### src/sv/aes_pkg.sv
// ----------------------------------------------------------------------------
// aes_pkg
// shared types, constants and byte functions of the aes block cipher
// ----------------------------------------------------------------------------
package aes_pkg;

    localparam int ROUND_KEY_WORDS_DEF = 60;

    localparam logic [2:0] REG_KEY0 = 3'd0;
    localparam logic [2:0] REG_KEY1 = 3'd1;
    localparam logic [2:0] REG_KEY2 = 3'd2;
    localparam logic [2:0] REG_KEY3 = 3'd3;
    localparam logic [2:0] REG_KSIZE = 3'd4;

    localparam logic [7:0] POLY_LOW = 8'h1B;
    localparam logic [7:0] BYTE_TOP = 8'h80;

    typedef struct packed {
        logic load;       // load block, first key addition
        logic rnd;        // run one round
        logic last;       // round without mix columns
        logic dec;        // inverse cipher
        logic kx_load;    // start key expansion, copy key words
        logic kx_step;    // one expansion word
    } aes_cmd_t;

    typedef struct packed {
        logic kx_done;
    } aes_stat_t;

    function automatic logic [7:0] sbox(input logic [7:0] a);
        logic [7:0] t [256];
        t = '{
8'h63,8'h7c,8'h77,8'h7b,8'hf2,8'h6b,8'h6f,8'hc5,8'h30,8'h01,8'h67,8'h2b,8'hfe,8'hd7,8'hab,8'h76,
8'hca,8'h82,8'hc9,8'h7d,8'hfa,8'h59,8'h47,8'hf0,8'had,8'hd4,8'ha2,8'haf,8'h9c,8'ha4,8'h72,8'hc0,
8'hb7,8'hfd,8'h93,8'h26,8'h36,8'h3f,8'hf7,8'hcc,8'h34,8'ha5,8'he5,8'hf1,8'h71,8'hd8,8'h31,8'h15,
8'h04,8'hc7,8'h23,8'hc3,8'h18,8'h96,8'h05,8'h9a,8'h07,8'h12,8'h80,8'he2,8'heb,8'h27,8'hb2,8'h75,
8'h09,8'h83,8'h2c,8'h1a,8'h1b,8'h6e,8'h5a,8'ha0,8'h52,8'h3b,8'hd6,8'hb3,8'h29,8'he3,8'h2f,8'h84,
8'h53,8'hd1,8'h00,8'hed,8'h20,8'hfc,8'hb1,8'h5b,8'h6a,8'hcb,8'hbe,8'h39,8'h4a,8'h4c,8'h58,8'hcf,
8'hd0,8'hef,8'haa,8'hfb,8'h43,8'h4d,8'h33,8'h85,8'h45,8'hf9,8'h02,8'h7f,8'h50,8'h3c,8'h9f,8'ha8,
8'h51,8'ha3,8'h40,8'h8f,8'h92,8'h9d,8'h38,8'hf5,8'hbc,8'hb6,8'hda,8'h21,8'h10,8'hff,8'hf3,8'hd2,
8'hcd,8'h0c,8'h13,8'hec,8'h5f,8'h97,8'h44,8'h17,8'hc4,8'ha7,8'h7e,8'h3d,8'h64,8'h5d,8'h19,8'h73,
8'h60,8'h81,8'h4f,8'hdc,8'h22,8'h2a,8'h90,8'h88,8'h46,8'hee,8'hb8,8'h14,8'hde,8'h5e,8'h0b,8'hdb,
8'he0,8'h32,8'h3a,8'h0a,8'h49,8'h06,8'h24,8'h5c,8'hc2,8'hd3,8'hac,8'h62,8'h91,8'h95,8'he4,8'h79,
8'he7,8'hc8,8'h37,8'h6d,8'h8d,8'hd5,8'h4e,8'ha9,8'h6c,8'h56,8'hf4,8'hea,8'h65,8'h7a,8'hae,8'h08,
8'hba,8'h78,8'h25,8'h2e,8'h1c,8'ha6,8'hb4,8'hc6,8'he8,8'hdd,8'h74,8'h1f,8'h4b,8'hbd,8'h8b,8'h8a,
8'h70,8'h3e,8'hb5,8'h66,8'h48,8'h03,8'hf6,8'h0e,8'h61,8'h35,8'h57,8'hb9,8'h86,8'hc1,8'h1d,8'h9e,
8'he1,8'hf8,8'h98,8'h11,8'h69,8'hd9,8'h8e,8'h94,8'h9b,8'h1e,8'h87,8'he9,8'hce,8'h55,8'h28,8'hdf,
8'h8c,8'ha1,8'h89,8'h0d,8'hbf,8'he6,8'h42,8'h68,8'h41,8'h99,8'h2d,8'h0f,8'hb0,8'h54,8'hbb,8'h16};
        return t[a];
    endfunction

    // inverse substitution table
    function automatic logic [7:0] inv_sbox(input logic [7:0] a);
        logic [7:0] t [256];
        t = '{
8'h52,8'h09,8'h6a,8'hd5,8'h30,8'h36,8'ha5,8'h38,8'hbf,8'h40,8'ha3,8'h9e,8'h81,8'hf3,8'hd7,8'hfb,
8'h7c,8'he3,8'h39,8'h82,8'h9b,8'h2f,8'hff,8'h87,8'h34,8'h8e,8'h43,8'h44,8'hc4,8'hde,8'he9,8'hcb,
8'h54,8'h7b,8'h94,8'h32,8'ha6,8'hc2,8'h23,8'h3d,8'hee,8'h4c,8'h95,8'h0b,8'h42,8'hfa,8'hc3,8'h4e,
8'h08,8'h2e,8'ha1,8'h66,8'h28,8'hd9,8'h24,8'hb2,8'h76,8'h5b,8'ha2,8'h49,8'h6d,8'h8b,8'hd1,8'h25,
8'h72,8'hf8,8'hf6,8'h64,8'h86,8'h68,8'h98,8'h16,8'hd4,8'ha4,8'h5c,8'hcc,8'h5d,8'h65,8'hb6,8'h92,
8'h6c,8'h70,8'h48,8'h50,8'hfd,8'hed,8'hb9,8'hda,8'h5e,8'h15,8'h46,8'h57,8'ha7,8'h8d,8'h9d,8'h84,
8'h90,8'hd8,8'hab,8'h00,8'h8c,8'hbc,8'hd3,8'h0a,8'hf7,8'he4,8'h58,8'h05,8'hb8,8'hb3,8'h45,8'h06,
8'hd0,8'h2c,8'h1e,8'h8f,8'hca,8'h3f,8'h0f,8'h02,8'hc1,8'haf,8'hbd,8'h03,8'h01,8'h13,8'h8a,8'h6b,
8'h3a,8'h91,8'h11,8'h41,8'h4f,8'h67,8'hdc,8'hea,8'h97,8'hf2,8'hcf,8'hce,8'hf0,8'hb4,8'he6,8'h73,
8'h96,8'hac,8'h74,8'h22,8'he7,8'had,8'h35,8'h85,8'he2,8'hf9,8'h37,8'he8,8'h1c,8'h75,8'hdf,8'h6e,
8'h47,8'hf1,8'h1a,8'h71,8'h1d,8'h29,8'hc5,8'h89,8'h6f,8'hb7,8'h62,8'h0e,8'haa,8'h18,8'hbe,8'h1b,
8'hfc,8'h56,8'h3e,8'h4b,8'hc6,8'hd2,8'h79,8'h20,8'h9a,8'hdb,8'hc0,8'hfe,8'h78,8'hcd,8'h5a,8'hf4,
8'h1f,8'hdd,8'ha8,8'h33,8'h88,8'h07,8'hc7,8'h31,8'hb1,8'h12,8'h10,8'h59,8'h27,8'h80,8'hec,8'h5f,
8'h60,8'h51,8'h7f,8'ha9,8'h19,8'hb5,8'h4a,8'h0d,8'h2d,8'he5,8'h7a,8'h9f,8'h93,8'hc9,8'h9c,8'hef,
8'ha0,8'he0,8'h3b,8'h4d,8'hae,8'h2a,8'hf5,8'hb0,8'hc8,8'heb,8'hbb,8'h3c,8'h83,8'h53,8'h99,8'h61,
8'h17,8'h2b,8'h04,8'h7e,8'hba,8'h77,8'hd6,8'h26,8'he1,8'h69,8'h14,8'h63,8'h55,8'h21,8'h0c,8'h7d};
        return t[a];
    endfunction

    function automatic logic [7:0] xt(input logic [7:0] a);
        return ((a & BYTE_TOP) != 8'd0) ? ({a[6:0], 1'b0} ^ POLY_LOW) : {a[6:0], 1'b0};
    endfunction

    function automatic logic [31:0] sub_word(input logic [31:0] w);
        return {sbox(w[31:24]), sbox(w[23:16]), sbox(w[15:8]), sbox(w[7:0])};
    endfunction

endpackage

### src/sv/aes_ctrl.sv
// ----------------------------------------------------------------------------
// aes_ctrl
// sequencer for key expansion, rounds and handshakes
// ----------------------------------------------------------------------------
module aes_ctrl #(
    parameter int ROUND_KEY_WORDS = aes_pkg::ROUND_KEY_WORDS_DEF
) (
    input  logic                aclk,
    input  logic                aresetn,
    input  logic                s_valid,
    output logic                s_ready,
    input  logic                s_action,
    output logic                m_valid,
    input  logic                m_ready,
    input  logic                cfg_write,
    input  logic [1:0]          nk_sel,
    output aes_pkg::aes_cmd_t   cmd,
    input  aes_pkg::aes_stat_t  stat,
    output logic [$clog2(ROUND_KEY_WORDS)-3:0] rk_round,
    output logic                hold_in
);
    import aes_pkg::*;

    localparam int RW = $clog2(ROUND_KEY_WORDS) - 2;

    typedef enum logic [4:0] {
        ST_IDLE = 5'b00001,
        ST_KX   = 5'b00010,
        ST_LOAD = 5'b00100,
        ST_RND  = 5'b01000,
        ST_OUT  = 5'b10000
    } state_t;

    state_t        state_reg, state_next;
    logic          sched_reg, sched_next;
    logic          dec_reg, dec_next;
    logic [RW-1:0] rnd_reg, rnd_next;
    logic [RW-1:0] nr_reg;
    logic [3:0]    nr;

    assign nr = (nk_sel == 2'd0) ? 4'd10 : (nk_sel == 2'd1) ? 4'd12 : 4'd14;

    always_ff @(posedge aclk) begin
        nr_reg <= RW'(nr);
    end

    assign s_ready = (state_reg == ST_IDLE);
    assign m_valid = (state_reg == ST_OUT);
    assign hold_in = s_valid && s_ready;

    always_comb begin
        state_next = state_reg;
        sched_next = sched_reg;
        dec_next   = dec_reg;
        rnd_next   = rnd_reg;
        cmd        = '0;
        cmd.dec    = dec_reg;
        rk_round   = rnd_reg;
        case (state_reg)
            ST_IDLE: begin
                if (s_valid) begin
                    dec_next = s_action;
                    if (!sched_reg) begin
                        cmd.kx_load = 1'b1;
                        state_next  = ST_KX;
                    end else begin
                        rnd_next   = s_action ? RW'(nr) : '0;
                        rk_round   = rnd_next;
                        state_next = ST_LOAD;
                    end
                end
            end
            ST_KX: begin
                if (stat.kx_done) begin
                    sched_next = 1'b1;
                    rnd_next   = dec_reg ? nr_reg : '0;
                    rk_round   = rnd_next;
                    state_next = ST_LOAD;
                end else begin
                    cmd.kx_step = 1'b1;
                end
            end
            ST_LOAD: begin
                // round key of rnd_reg now registered
                cmd.load   = 1'b1;
                rnd_next   = dec_reg ? rnd_reg - RW'(1) : rnd_reg + RW'(1);
                rk_round   = rnd_next;
                state_next = ST_RND;
            end
            ST_RND: begin
                cmd.rnd  = 1'b1;
                cmd.last = dec_reg ? (rnd_reg == '0) : (rnd_reg == nr_reg);
                if (cmd.last) begin
                    state_next = ST_OUT;
                end else begin
                    rnd_next = dec_reg ? rnd_reg - RW'(1) : rnd_reg + RW'(1);
                    rk_round = rnd_next;
                end
            end
            ST_OUT: begin
                if (m_ready) begin
                    state_next = ST_IDLE;
                end
            end
            default: begin
                state_next = ST_IDLE;
            end
        endcase
        if (cfg_write) begin
            sched_next = 1'b0;
        end
    end

    always_ff @(posedge aclk) begin
        if (!aresetn) begin
            state_reg <= ST_IDLE;
            sched_reg <= 1'b0;
            dec_reg   <= 1'b0;
            rnd_reg   <= '0;
        end else begin
            state_reg <= state_next;
            sched_reg <= sched_next;
            dec_reg   <= dec_next;
            rnd_reg   <= rnd_next;
        end
    end

endmodule

### config.mk
export PLATFORM = sky130hd
export DESIGN_NAME = aes_ctrl
export DESIGN_NICKNAME = d
export VERILOG_FILES = /design/src/sv/aes_pkg.sv /design/src/sv/aes_ctrl.sv
export SDC_FILE = /design/constraint.sdc
export NUM_CORES = 1
export LEC_CHECK = 0
export ABC_CLOCK_PERIOD_IN_PS = 6000
export BUFFER_PORTS_ARGS = -buffer_cell sky130_fd_sc_hd__buf_2
export CORE_MARGIN = 10
export CORE_UTILIZATION = 55
export CTS_CLUSTER_DIAMETER = 80
export DETAILED_ROUTE_END_ITERATION = 12
export PLACE_DENSITY = 0.83
export SETUP_SLACK_MARGIN = 0.15
export SLEW_MARGIN = 20
export SYNTH_ARGS = -nofsm -noshare
export SYNTH_HDL_FRONTEND = slang
export SYNTH_SLANG_ARGS = --single-unit
### constraint.sdc
create_clock -name aclk -period 6 [get_ports aclk]
set_input_delay 1.2 -clock aclk [delete_from_list [all_inputs] [get_ports aclk]]
set_output_delay 1.2 -clock aclk [all_outputs]
set_load 0.005 [all_outputs]
==> impl_metrics.env, run 1 <==
export IMPL_status="finished, final reports clean"
export IMPL_synth_flop_cell="dfxtp_1"
export IMPL_largest_register_ffs=5
export IMPL_die_x_um=59.7
export IMPL_yosys_area_top_type_share_pct=30.1
export IMPL_critical_path_required_ps=4800
export IMPL_hold_slack_ps=561
export IMPL_post_cts_buffers=0
export IMPL_die_h_um=59.7
export IMPL_fin_nets=144
export IMPL_crit_slowest_cell="or4_1"
export IMPL_vdd_drop_max_mv=0.221
export IMPL_synth_fp_nets=119
export IMPL_clkLatencyLatePin_ps=280
export IMPL_num_rows=14
export IMPL_synth_distinct_cells=45
export IMPL_finalSetupTns_ps=0
export IMPL_finalHoldViolations=0
export IMPL_cts_hold_buf=0
export IMPL_setup_ws_ps=2330
export IMPL_cts_buffer_depth=2
export IMPL_cts_resized=0
export IMPL_maxCapViolCount=0
export IMPL_totalWireLength_um=2290
export IMPL_netlist_top_cells_area="dfxtp_1 (30%), nand2_1 (5.6%), xnor2_1 (4.0%), inv_1 (3.9%), a21oi_1 (3.5%)"
export IMPL_finalSetupViolations=0
export IMPL_postSynth_asyncResetShare_pct=0
export IMPL_io_pins=22
export IMPL_grt_pass1_vias=849
export IMPL_drv_slew=0
export IMPL_tightestPinTransition_ps=521
export IMPL_grt_util_all_layers_pct=13.0
export IMPL_worstSetupPathType="in2out"
export IMPL_synth_seq_area_share_pct=30.1
export IMPL_cp_common_cell="buf_2"
export IMPL_power_density_mw_per_mm2=189
export IMPL_cp_arrival_ps=2470
export IMPL_synthCells=107
export IMPL_crit_fanout=5
export IMPL_yosysTopAreaCell="dfxtp_1"
export IMPL_io_buffers=21
export IMPL_end_kind="output pin"
export IMPL_grt_max_degree=11
export IMPL_coreArea_sq_mm=0.00149
export IMPL_grt_pass1_wl_um=3680
export IMPL_numCtsBuffers=3
export IMPL_final_cells=147
export IMPL_synth_avg_cell_area_sq_um=8.09
export IMPL_wl_per_cell_um=15.5
export IMPL_drive_gt1_share_pct=23.7
export IMPL_ys_warnings_count=0
export IMPL_pre_cts_slack_ps=2350
export IMPL_vias_per_cell=5.92
export IMPL_fmax_ghz=0.273
export IMPL_startpoint_type="input port"
export IMPL_areaGrowthSynthToFinish_pct=16.8
export IMPL_drt_pass1_iter_count=4
export IMPL_leakagePower_nw=0.491
export IMPL_n_antenna_cell=0
export IMPL_ant_nets=0
export IMPL_clock_sinks=13
export IMPL_clock_skew_ps=9.07
export IMPL_gr_total_overflow=0
export IMPL_htree_num_levels=1
export IMPL_cpPeakStageDelay_ps=520
export IMPL_path_cells="buf_2 -> nor2b_1 -> nand2_1 -> inv_1 -> a21oi_1 -> o32ai_1 -> or4_1 -> buf_2"
export IMPL_post_route_util_pct=67.9
export IMPL_cts_tree="done"
export IMPL_rsz0062_at_grt="false"
export IMPL_synth_edff_count=0
export IMPL_hold_path_class="reg2reg"
export IMPL_grt_antenna_before_repair=0
export IMPL_min_period_over_period_pct=61.2
export IMPL_maxSlewHeadroom_pct=64.9
export IMPL_initial_utilization_pct=58.2
export IMPL_die_area_sq_mm=0.00356
export IMPL_yosys_register_bits=13
export IMPL_drc=0
export IMPL_routabilityCongestion=0.860
export IMPL_fin_crit_ps=3670
export IMPL_post_place_cells=143
export IMPL_cts_root_buf="clkbuf_4"
export IMPL_synth_area_sq_um=866
export IMPL_clkSlewWorstSetupHoldPaths_ps=80
export IMPL_drt_iter0_markers=26
export IMPL_dpl_hpwl_um=1820
export IMPL_vias=870
==> synth_stat cells (all sizes together) (2+ instances only) <==
cell type	number
a21o	2
inv	9
nand3b	2
dfxtp	13
or4	2
and2	2
a211oi	2
nor2b	3
nor4	2
or2	2
mux2i	2
nor3	3
nor3b	2
nand2	14
o21ai	3
nor2	7
nand3	4
a21oi	6
o2bb2ai	2
xnor2	4
ha	2
==> through the flow <==
stage | power, W | instance area, sq um
final | 0.000191 | 1010
after global routing | 0.000200 | 1010
after CTS | 0.000191 | 1010
after detailed placement | 0.000137 | 983
after global placement | 0.000135 | 983
after floorplan | 0.000123 | 866
==> worst max-delay path: cells and delay by family <==
kind / cells / cell delay, ps
AO/OA/AOI/OAI: 2 / 250
buffers and inverters: 3 / 360
AND/OR/NAND/NOR: 3 / 660
==> metal layers <==
| metal | part of all wire, % | wire length, um | track usage, % | vias up |
|---|---|---|---|---|
| met5 | 0 | 0 | 0 | - |
| met4 | 1.0 | 23 | 5.13 | 0 |
| met3 | 8.8 | 200 | 5.30 | 4 |
| met2 | 44 | 1010 | 19.4 | 31 |
| met1 | 46 | 1050 | 16.0 | 396 |
| li1 | - | - | - | 439 |
==> path summary, 6_finish.rpt <==
kind | slack (ps) | startpoint | depth (start not counted) | endpoint
min reg2reg | 560 | nr_reg[1]$_DFF_P_ | 2 | rnd_reg[1]$_SDFF_PN0_
max reg2reg | 4060 | state_reg[1]$_SDFFE_PN0P_ | 5 | rnd_reg[0]$_SDFF_PN0_
min | 560 | nr_reg[1]$_DFF_P_ | 2 | rnd_reg[1]$_SDFF_PN0_
max | 2330 | stat | 8 | rk_round[2]
==> power by group <==
part	internal (W)	switching [W]
clock network	0.0000247	0.0000302
logic	0.0000172	0.0000228
registers	0.0000896	0.00000611
==> cell families (layout without fill, tap and decap cells) <==
logic type | count (synthesis) | count (layout) | share of synthesized area, %
simple gates | 47 | 47 | 29.3
compound gates | 27 | 27 | 23.3
flops | 13 | 13 | 30.1
buf+inv | 10 | 34 | 4.77
xor+xnor | 5 | 5 | 5.06
fa+ha+maj | 3 | 3 | 5.20
mux | 2 | 2 | 2.31
==> cell type report <==
class / count / area (sq um)
timing repair buffer: 21 / 105
clock buffer: 3 / 22.5
fill: 125 / 478
sequential: 13 / 260
clock inverter: 1 / 5.00
tap: 16 / 20.0
inverter: 9 / 33.8
multi-input combinational: 84 / 564
==> cells in the final DEF, fill, tap and decap left out, drive strengths merged, types with 2 or more instances in the layout <==
cell     count
buf         21
nand2       14
dfxtp       13
inv          9
nor2         7
a21oi        6
xnor2        4
nand3        4
nor2b        3
nor3         3
o21ai        3
clkbuf       3
nand3b       2
nor3b        2
nor4         2
a21o         2
mux2i        2
and2         2
ha           2
or4          2
or2          2
a211oi       2
o2bb2ai      2
(Power assumes the default switching activity.)
==> inputs of run 2 (changes only) <==
ABC_AREA = 1   (was not set)
ABC_CLOCK_PERIOD_IN_PS = 3100   (was 6000)
CORE_UTILIZATION = 46   (was 55)
PLACE_DENSITY = 0.74   (was 0.83)
clock period = 3.1 ns   (was 6 ns; I/O delays follow)
==> impl_metrics.env, run 2 <==
export IMPL_status="finished, final reports clean"
export IMPL_post_cts_buffers=0
export IMPL_power_density_mw_per_mm2=373
export IMPL_grt_pass1_wl_um=3970
export IMPL_yosys_register_bits=13
export IMPL_finalHoldViolations=0
export IMPL_worstSetupPathType="reg2out"
export IMPL_synth_flop_cell="dfxtp_1"
export IMPL_cp_arrival_ps=1880
export IMPL_dpl_hpwl_um=1800
export IMPL_die_x_um=63.6
export IMPL_drv_slew=0
export IMPL_whs_endpoint="sched_reg$_SDFFE_PP0P_"
export IMPL_synthTopCellsByCount="nand2_1 (26), inv_1 (20), nor2_1 (14)"
export IMPL_vias_per_cell=5.02
export IMPL_gr_total_overflow=0
export IMPL_fin_nets=169
export IMPL_synth_top_family_by_area="simple AND/OR/NAND/NOR gates"
export IMPL_ff2ff_setup_slack_ps=1500
export IMPL_synth_fp_nets=144
export IMPL_tightestPinTransition_ps=361
export IMPL_finalSetupViolations=0
export IMPL_leakagePower_nw=0.591
export IMPL_synth_distinct_cells=21
export IMPL_drive_gt1_share_pct=26.9
export IMPL_htree_num_levels=1
export IMPL_num_rows=15
export IMPL_grt_pass1_vias=924
export IMPL_switchingPower_w=0.000124
export IMPL_critical_path_required_ps=2480
export IMPL_synthCells=132
export IMPL_design_area_sq_mm=0.00103
export IMPL_numCtsBuffers=3
export IMPL_end_kind="output pin"
export IMPL_cts_root_buf="clkbuf_4"
export IMPL_clkSlewWorstSetupHoldPaths_ps=80
export IMPL_cts_hold_buf=0
export IMPL_netlist_top_cells_area="dfxtp_1 (30%), nand2_1 (11%), inv_1 (8.6%), a21oi_1 (7.4%), nor2_1 (6.0%)"
export IMPL_cts_tree="done"
export IMPL_final_common_cell="nand2_1"
export IMPL_fmax_ghz=0.400
export IMPL_worstHoldPathCells=2
export IMPL_ant_nets=0
export IMPL_ys_warnings_count=0
export IMPL_hold_path_class="in2reg"
export IMPL_synth_simple_gate_area_share_pct=37.9
export IMPL_io_buffers=21
export IMPL_vdd_drop_max_mv=0.217
export IMPL_wl_per_cell_um=11.9
export IMPL_pwr_share_seq_pct=47.9
export IMPL_p_sw_share_pct=32.3
export IMPL_min_period_over_period_pct=80.6
export IMPL_die_area_sq_mm=0.00405
export IMPL_drt_iter0_markers=25
export IMPL_yosysMostFrequentCell="nand2_1"
export IMPL_intPower_w=0.000260
export IMPL_clkLatencyLatePin_ps=280
export IMPL_clock_skew_ps=3.17
export IMPL_dpl_cell_area_sq_mm=0.00100
export IMPL_crit_fanout=9
export IMPL_regToRegStartpoint="dec_reg$_SDFFE_PN0P_"
export IMPL_grt_antenna_before_repair=0
export IMPL_clkPwrFrac_pct=27.8
export IMPL_largest_register_ffs=5
export IMPL_die_h_um=63.6
export IMPL_synth_compound_area_share_pct=13.1
export IMPL_rsz0062_at_grt="false"
export IMPL_grt_max_degree=10
export IMPL_areaGrowthSynthToFinish_pct=17.7
export IMPL_routabilityCongestion=0.855
export IMPL_worstHoldStart="cfg_write"
export IMPL_synth_edff_count=0
export IMPL_synth_seq_area_share_pct=29.7
export IMPL_totalWireLength_um=2150
export IMPL_drt_pass1_iter_count=4
export IMPL_startpoint="dec_reg$_SDFFE_PN0P_"
export IMPL_clock_sinks=13
export IMPL_drc=0
export IMPL_synth_fa_ha_area_share_pct=5.14
export IMPL_vias=908
export IMPL_pwr_share_comb_pct=24.3
export IMPL_r2r_end="rnd_reg[3]$_SDFF_PN0_"
export IMPL_reg2reg_depth=6
export IMPL_n_antenna_cell=0
export IMPL_startpoint_type="flip-flop"
export IMPL_maxCapViolCount=0
export IMPL_post_synth_mux_area_share_pct=0
export IMPL_synth_avg_cell_area_sq_um=6.64
export IMPL_yosys_area_top_type_share_pct=29.7
export IMPL_synthXorXnorAreaFrac_pct=3.00
export IMPL_initial_utilization_pct=49.6
export IMPL_final_cell_mix="nand2_1 (26), buf_2 (21), inv_1 (20)"
export IMPL_io_pins=22
export IMPL_grt_util_all_layers_pct=11.7
export IMPL_yosysTopAreaCell="dfxtp_1"
export IMPL_cts_buffer_depth=2
export IMPL_maxSlewHeadroom_pct=75.9
export IMPL_cts_resized=0
export IMPL_fin_crit_ps=2500
export IMPL_postSynth_asyncResetShare_pct=0
export IMPL_finalSetupTns_ps=0
export IMPL_coreArea_sq_mm=0.00176
export IMPL_synth_area_sq_um=876
[run 2: stage by stage]
stage               cells  total power [W]  hold WS [ps]  util, %  worst slack (ps)
detailed placement    177         0.000282           532     57.0               742
finish                181         0.000384           495     58.4               600
CTS                   181         0.000386           491     58.4               603
global placement      177         0.000278           529     57.0               824
floorplan             132         0.000253           498        -              1100
global route          181         0.000409           493     58.4               400
[run 2: kinds of logic (layout without fill, tap and decap cells)]
kind of cell	count (synthesis)	after routing
buffers and inverters	25	49
flip-flops	13	13
adder cells (fa/ha/maj)	3	3
AND/OR/NAND/NOR	65	65
XOR/XNOR	3	3
AO/OA/AOI/OAI	23	23
[run 2: worst max path at each step]
stage | cells after the start | to | slack (ps)
final | 7 | rk_round[3] | 600
after global routing | 7 | rk_round[3] | 400
after CTS | 7 | rk_round[3] | 600
after detailed placement | 9 | rk_round[3] | 740
after global placement | 9 | rk_round[3] | 820
after floorplan | 7 | rk_round[3] | 1100
[run 2: layer usage]
layer | routed length [um] | global-route usage, %
met1 | 857 | 12.0
met2 | 1090 | 20.9
met3 | 160 | 3.89
met4 | 36 | 5.46
met5 | 0 | 0
[run 2: worst max-delay path: stages (launching register included)]
cell	delay, ps
dfxtp_1	540
ha_1	330
a21oi_1	150
nand2_1	80
xnor2_1	120
a21oi_1	180
nand2_1	70
buf_2	130
[run 2: power groups by stage]
stage / Sequential, W / Clock, W / Combinational, W
global route: 0.000185 / 0.000116 / 0.000108
global placement: 0.000187 / 0 / 0.0000907
finish: 0.000184 / 0.000107 / 0.0000935
floorplan: 0.000186 / 0 / 0.0000672
detailed placement: 0.000188 / 0 / 0.0000939
CTS: 0.000184 / 0.000108 / 0.0000943
[run 2: final cells by class]
type                    instances  area [sq um]
flip-flops and latches         13           260
clock buffers                   4          26.3
repair buffers                 21           105
well taps                      25          31.3
multi-input cells              94           518
fillers                       181           733
inverters                      24          90.1
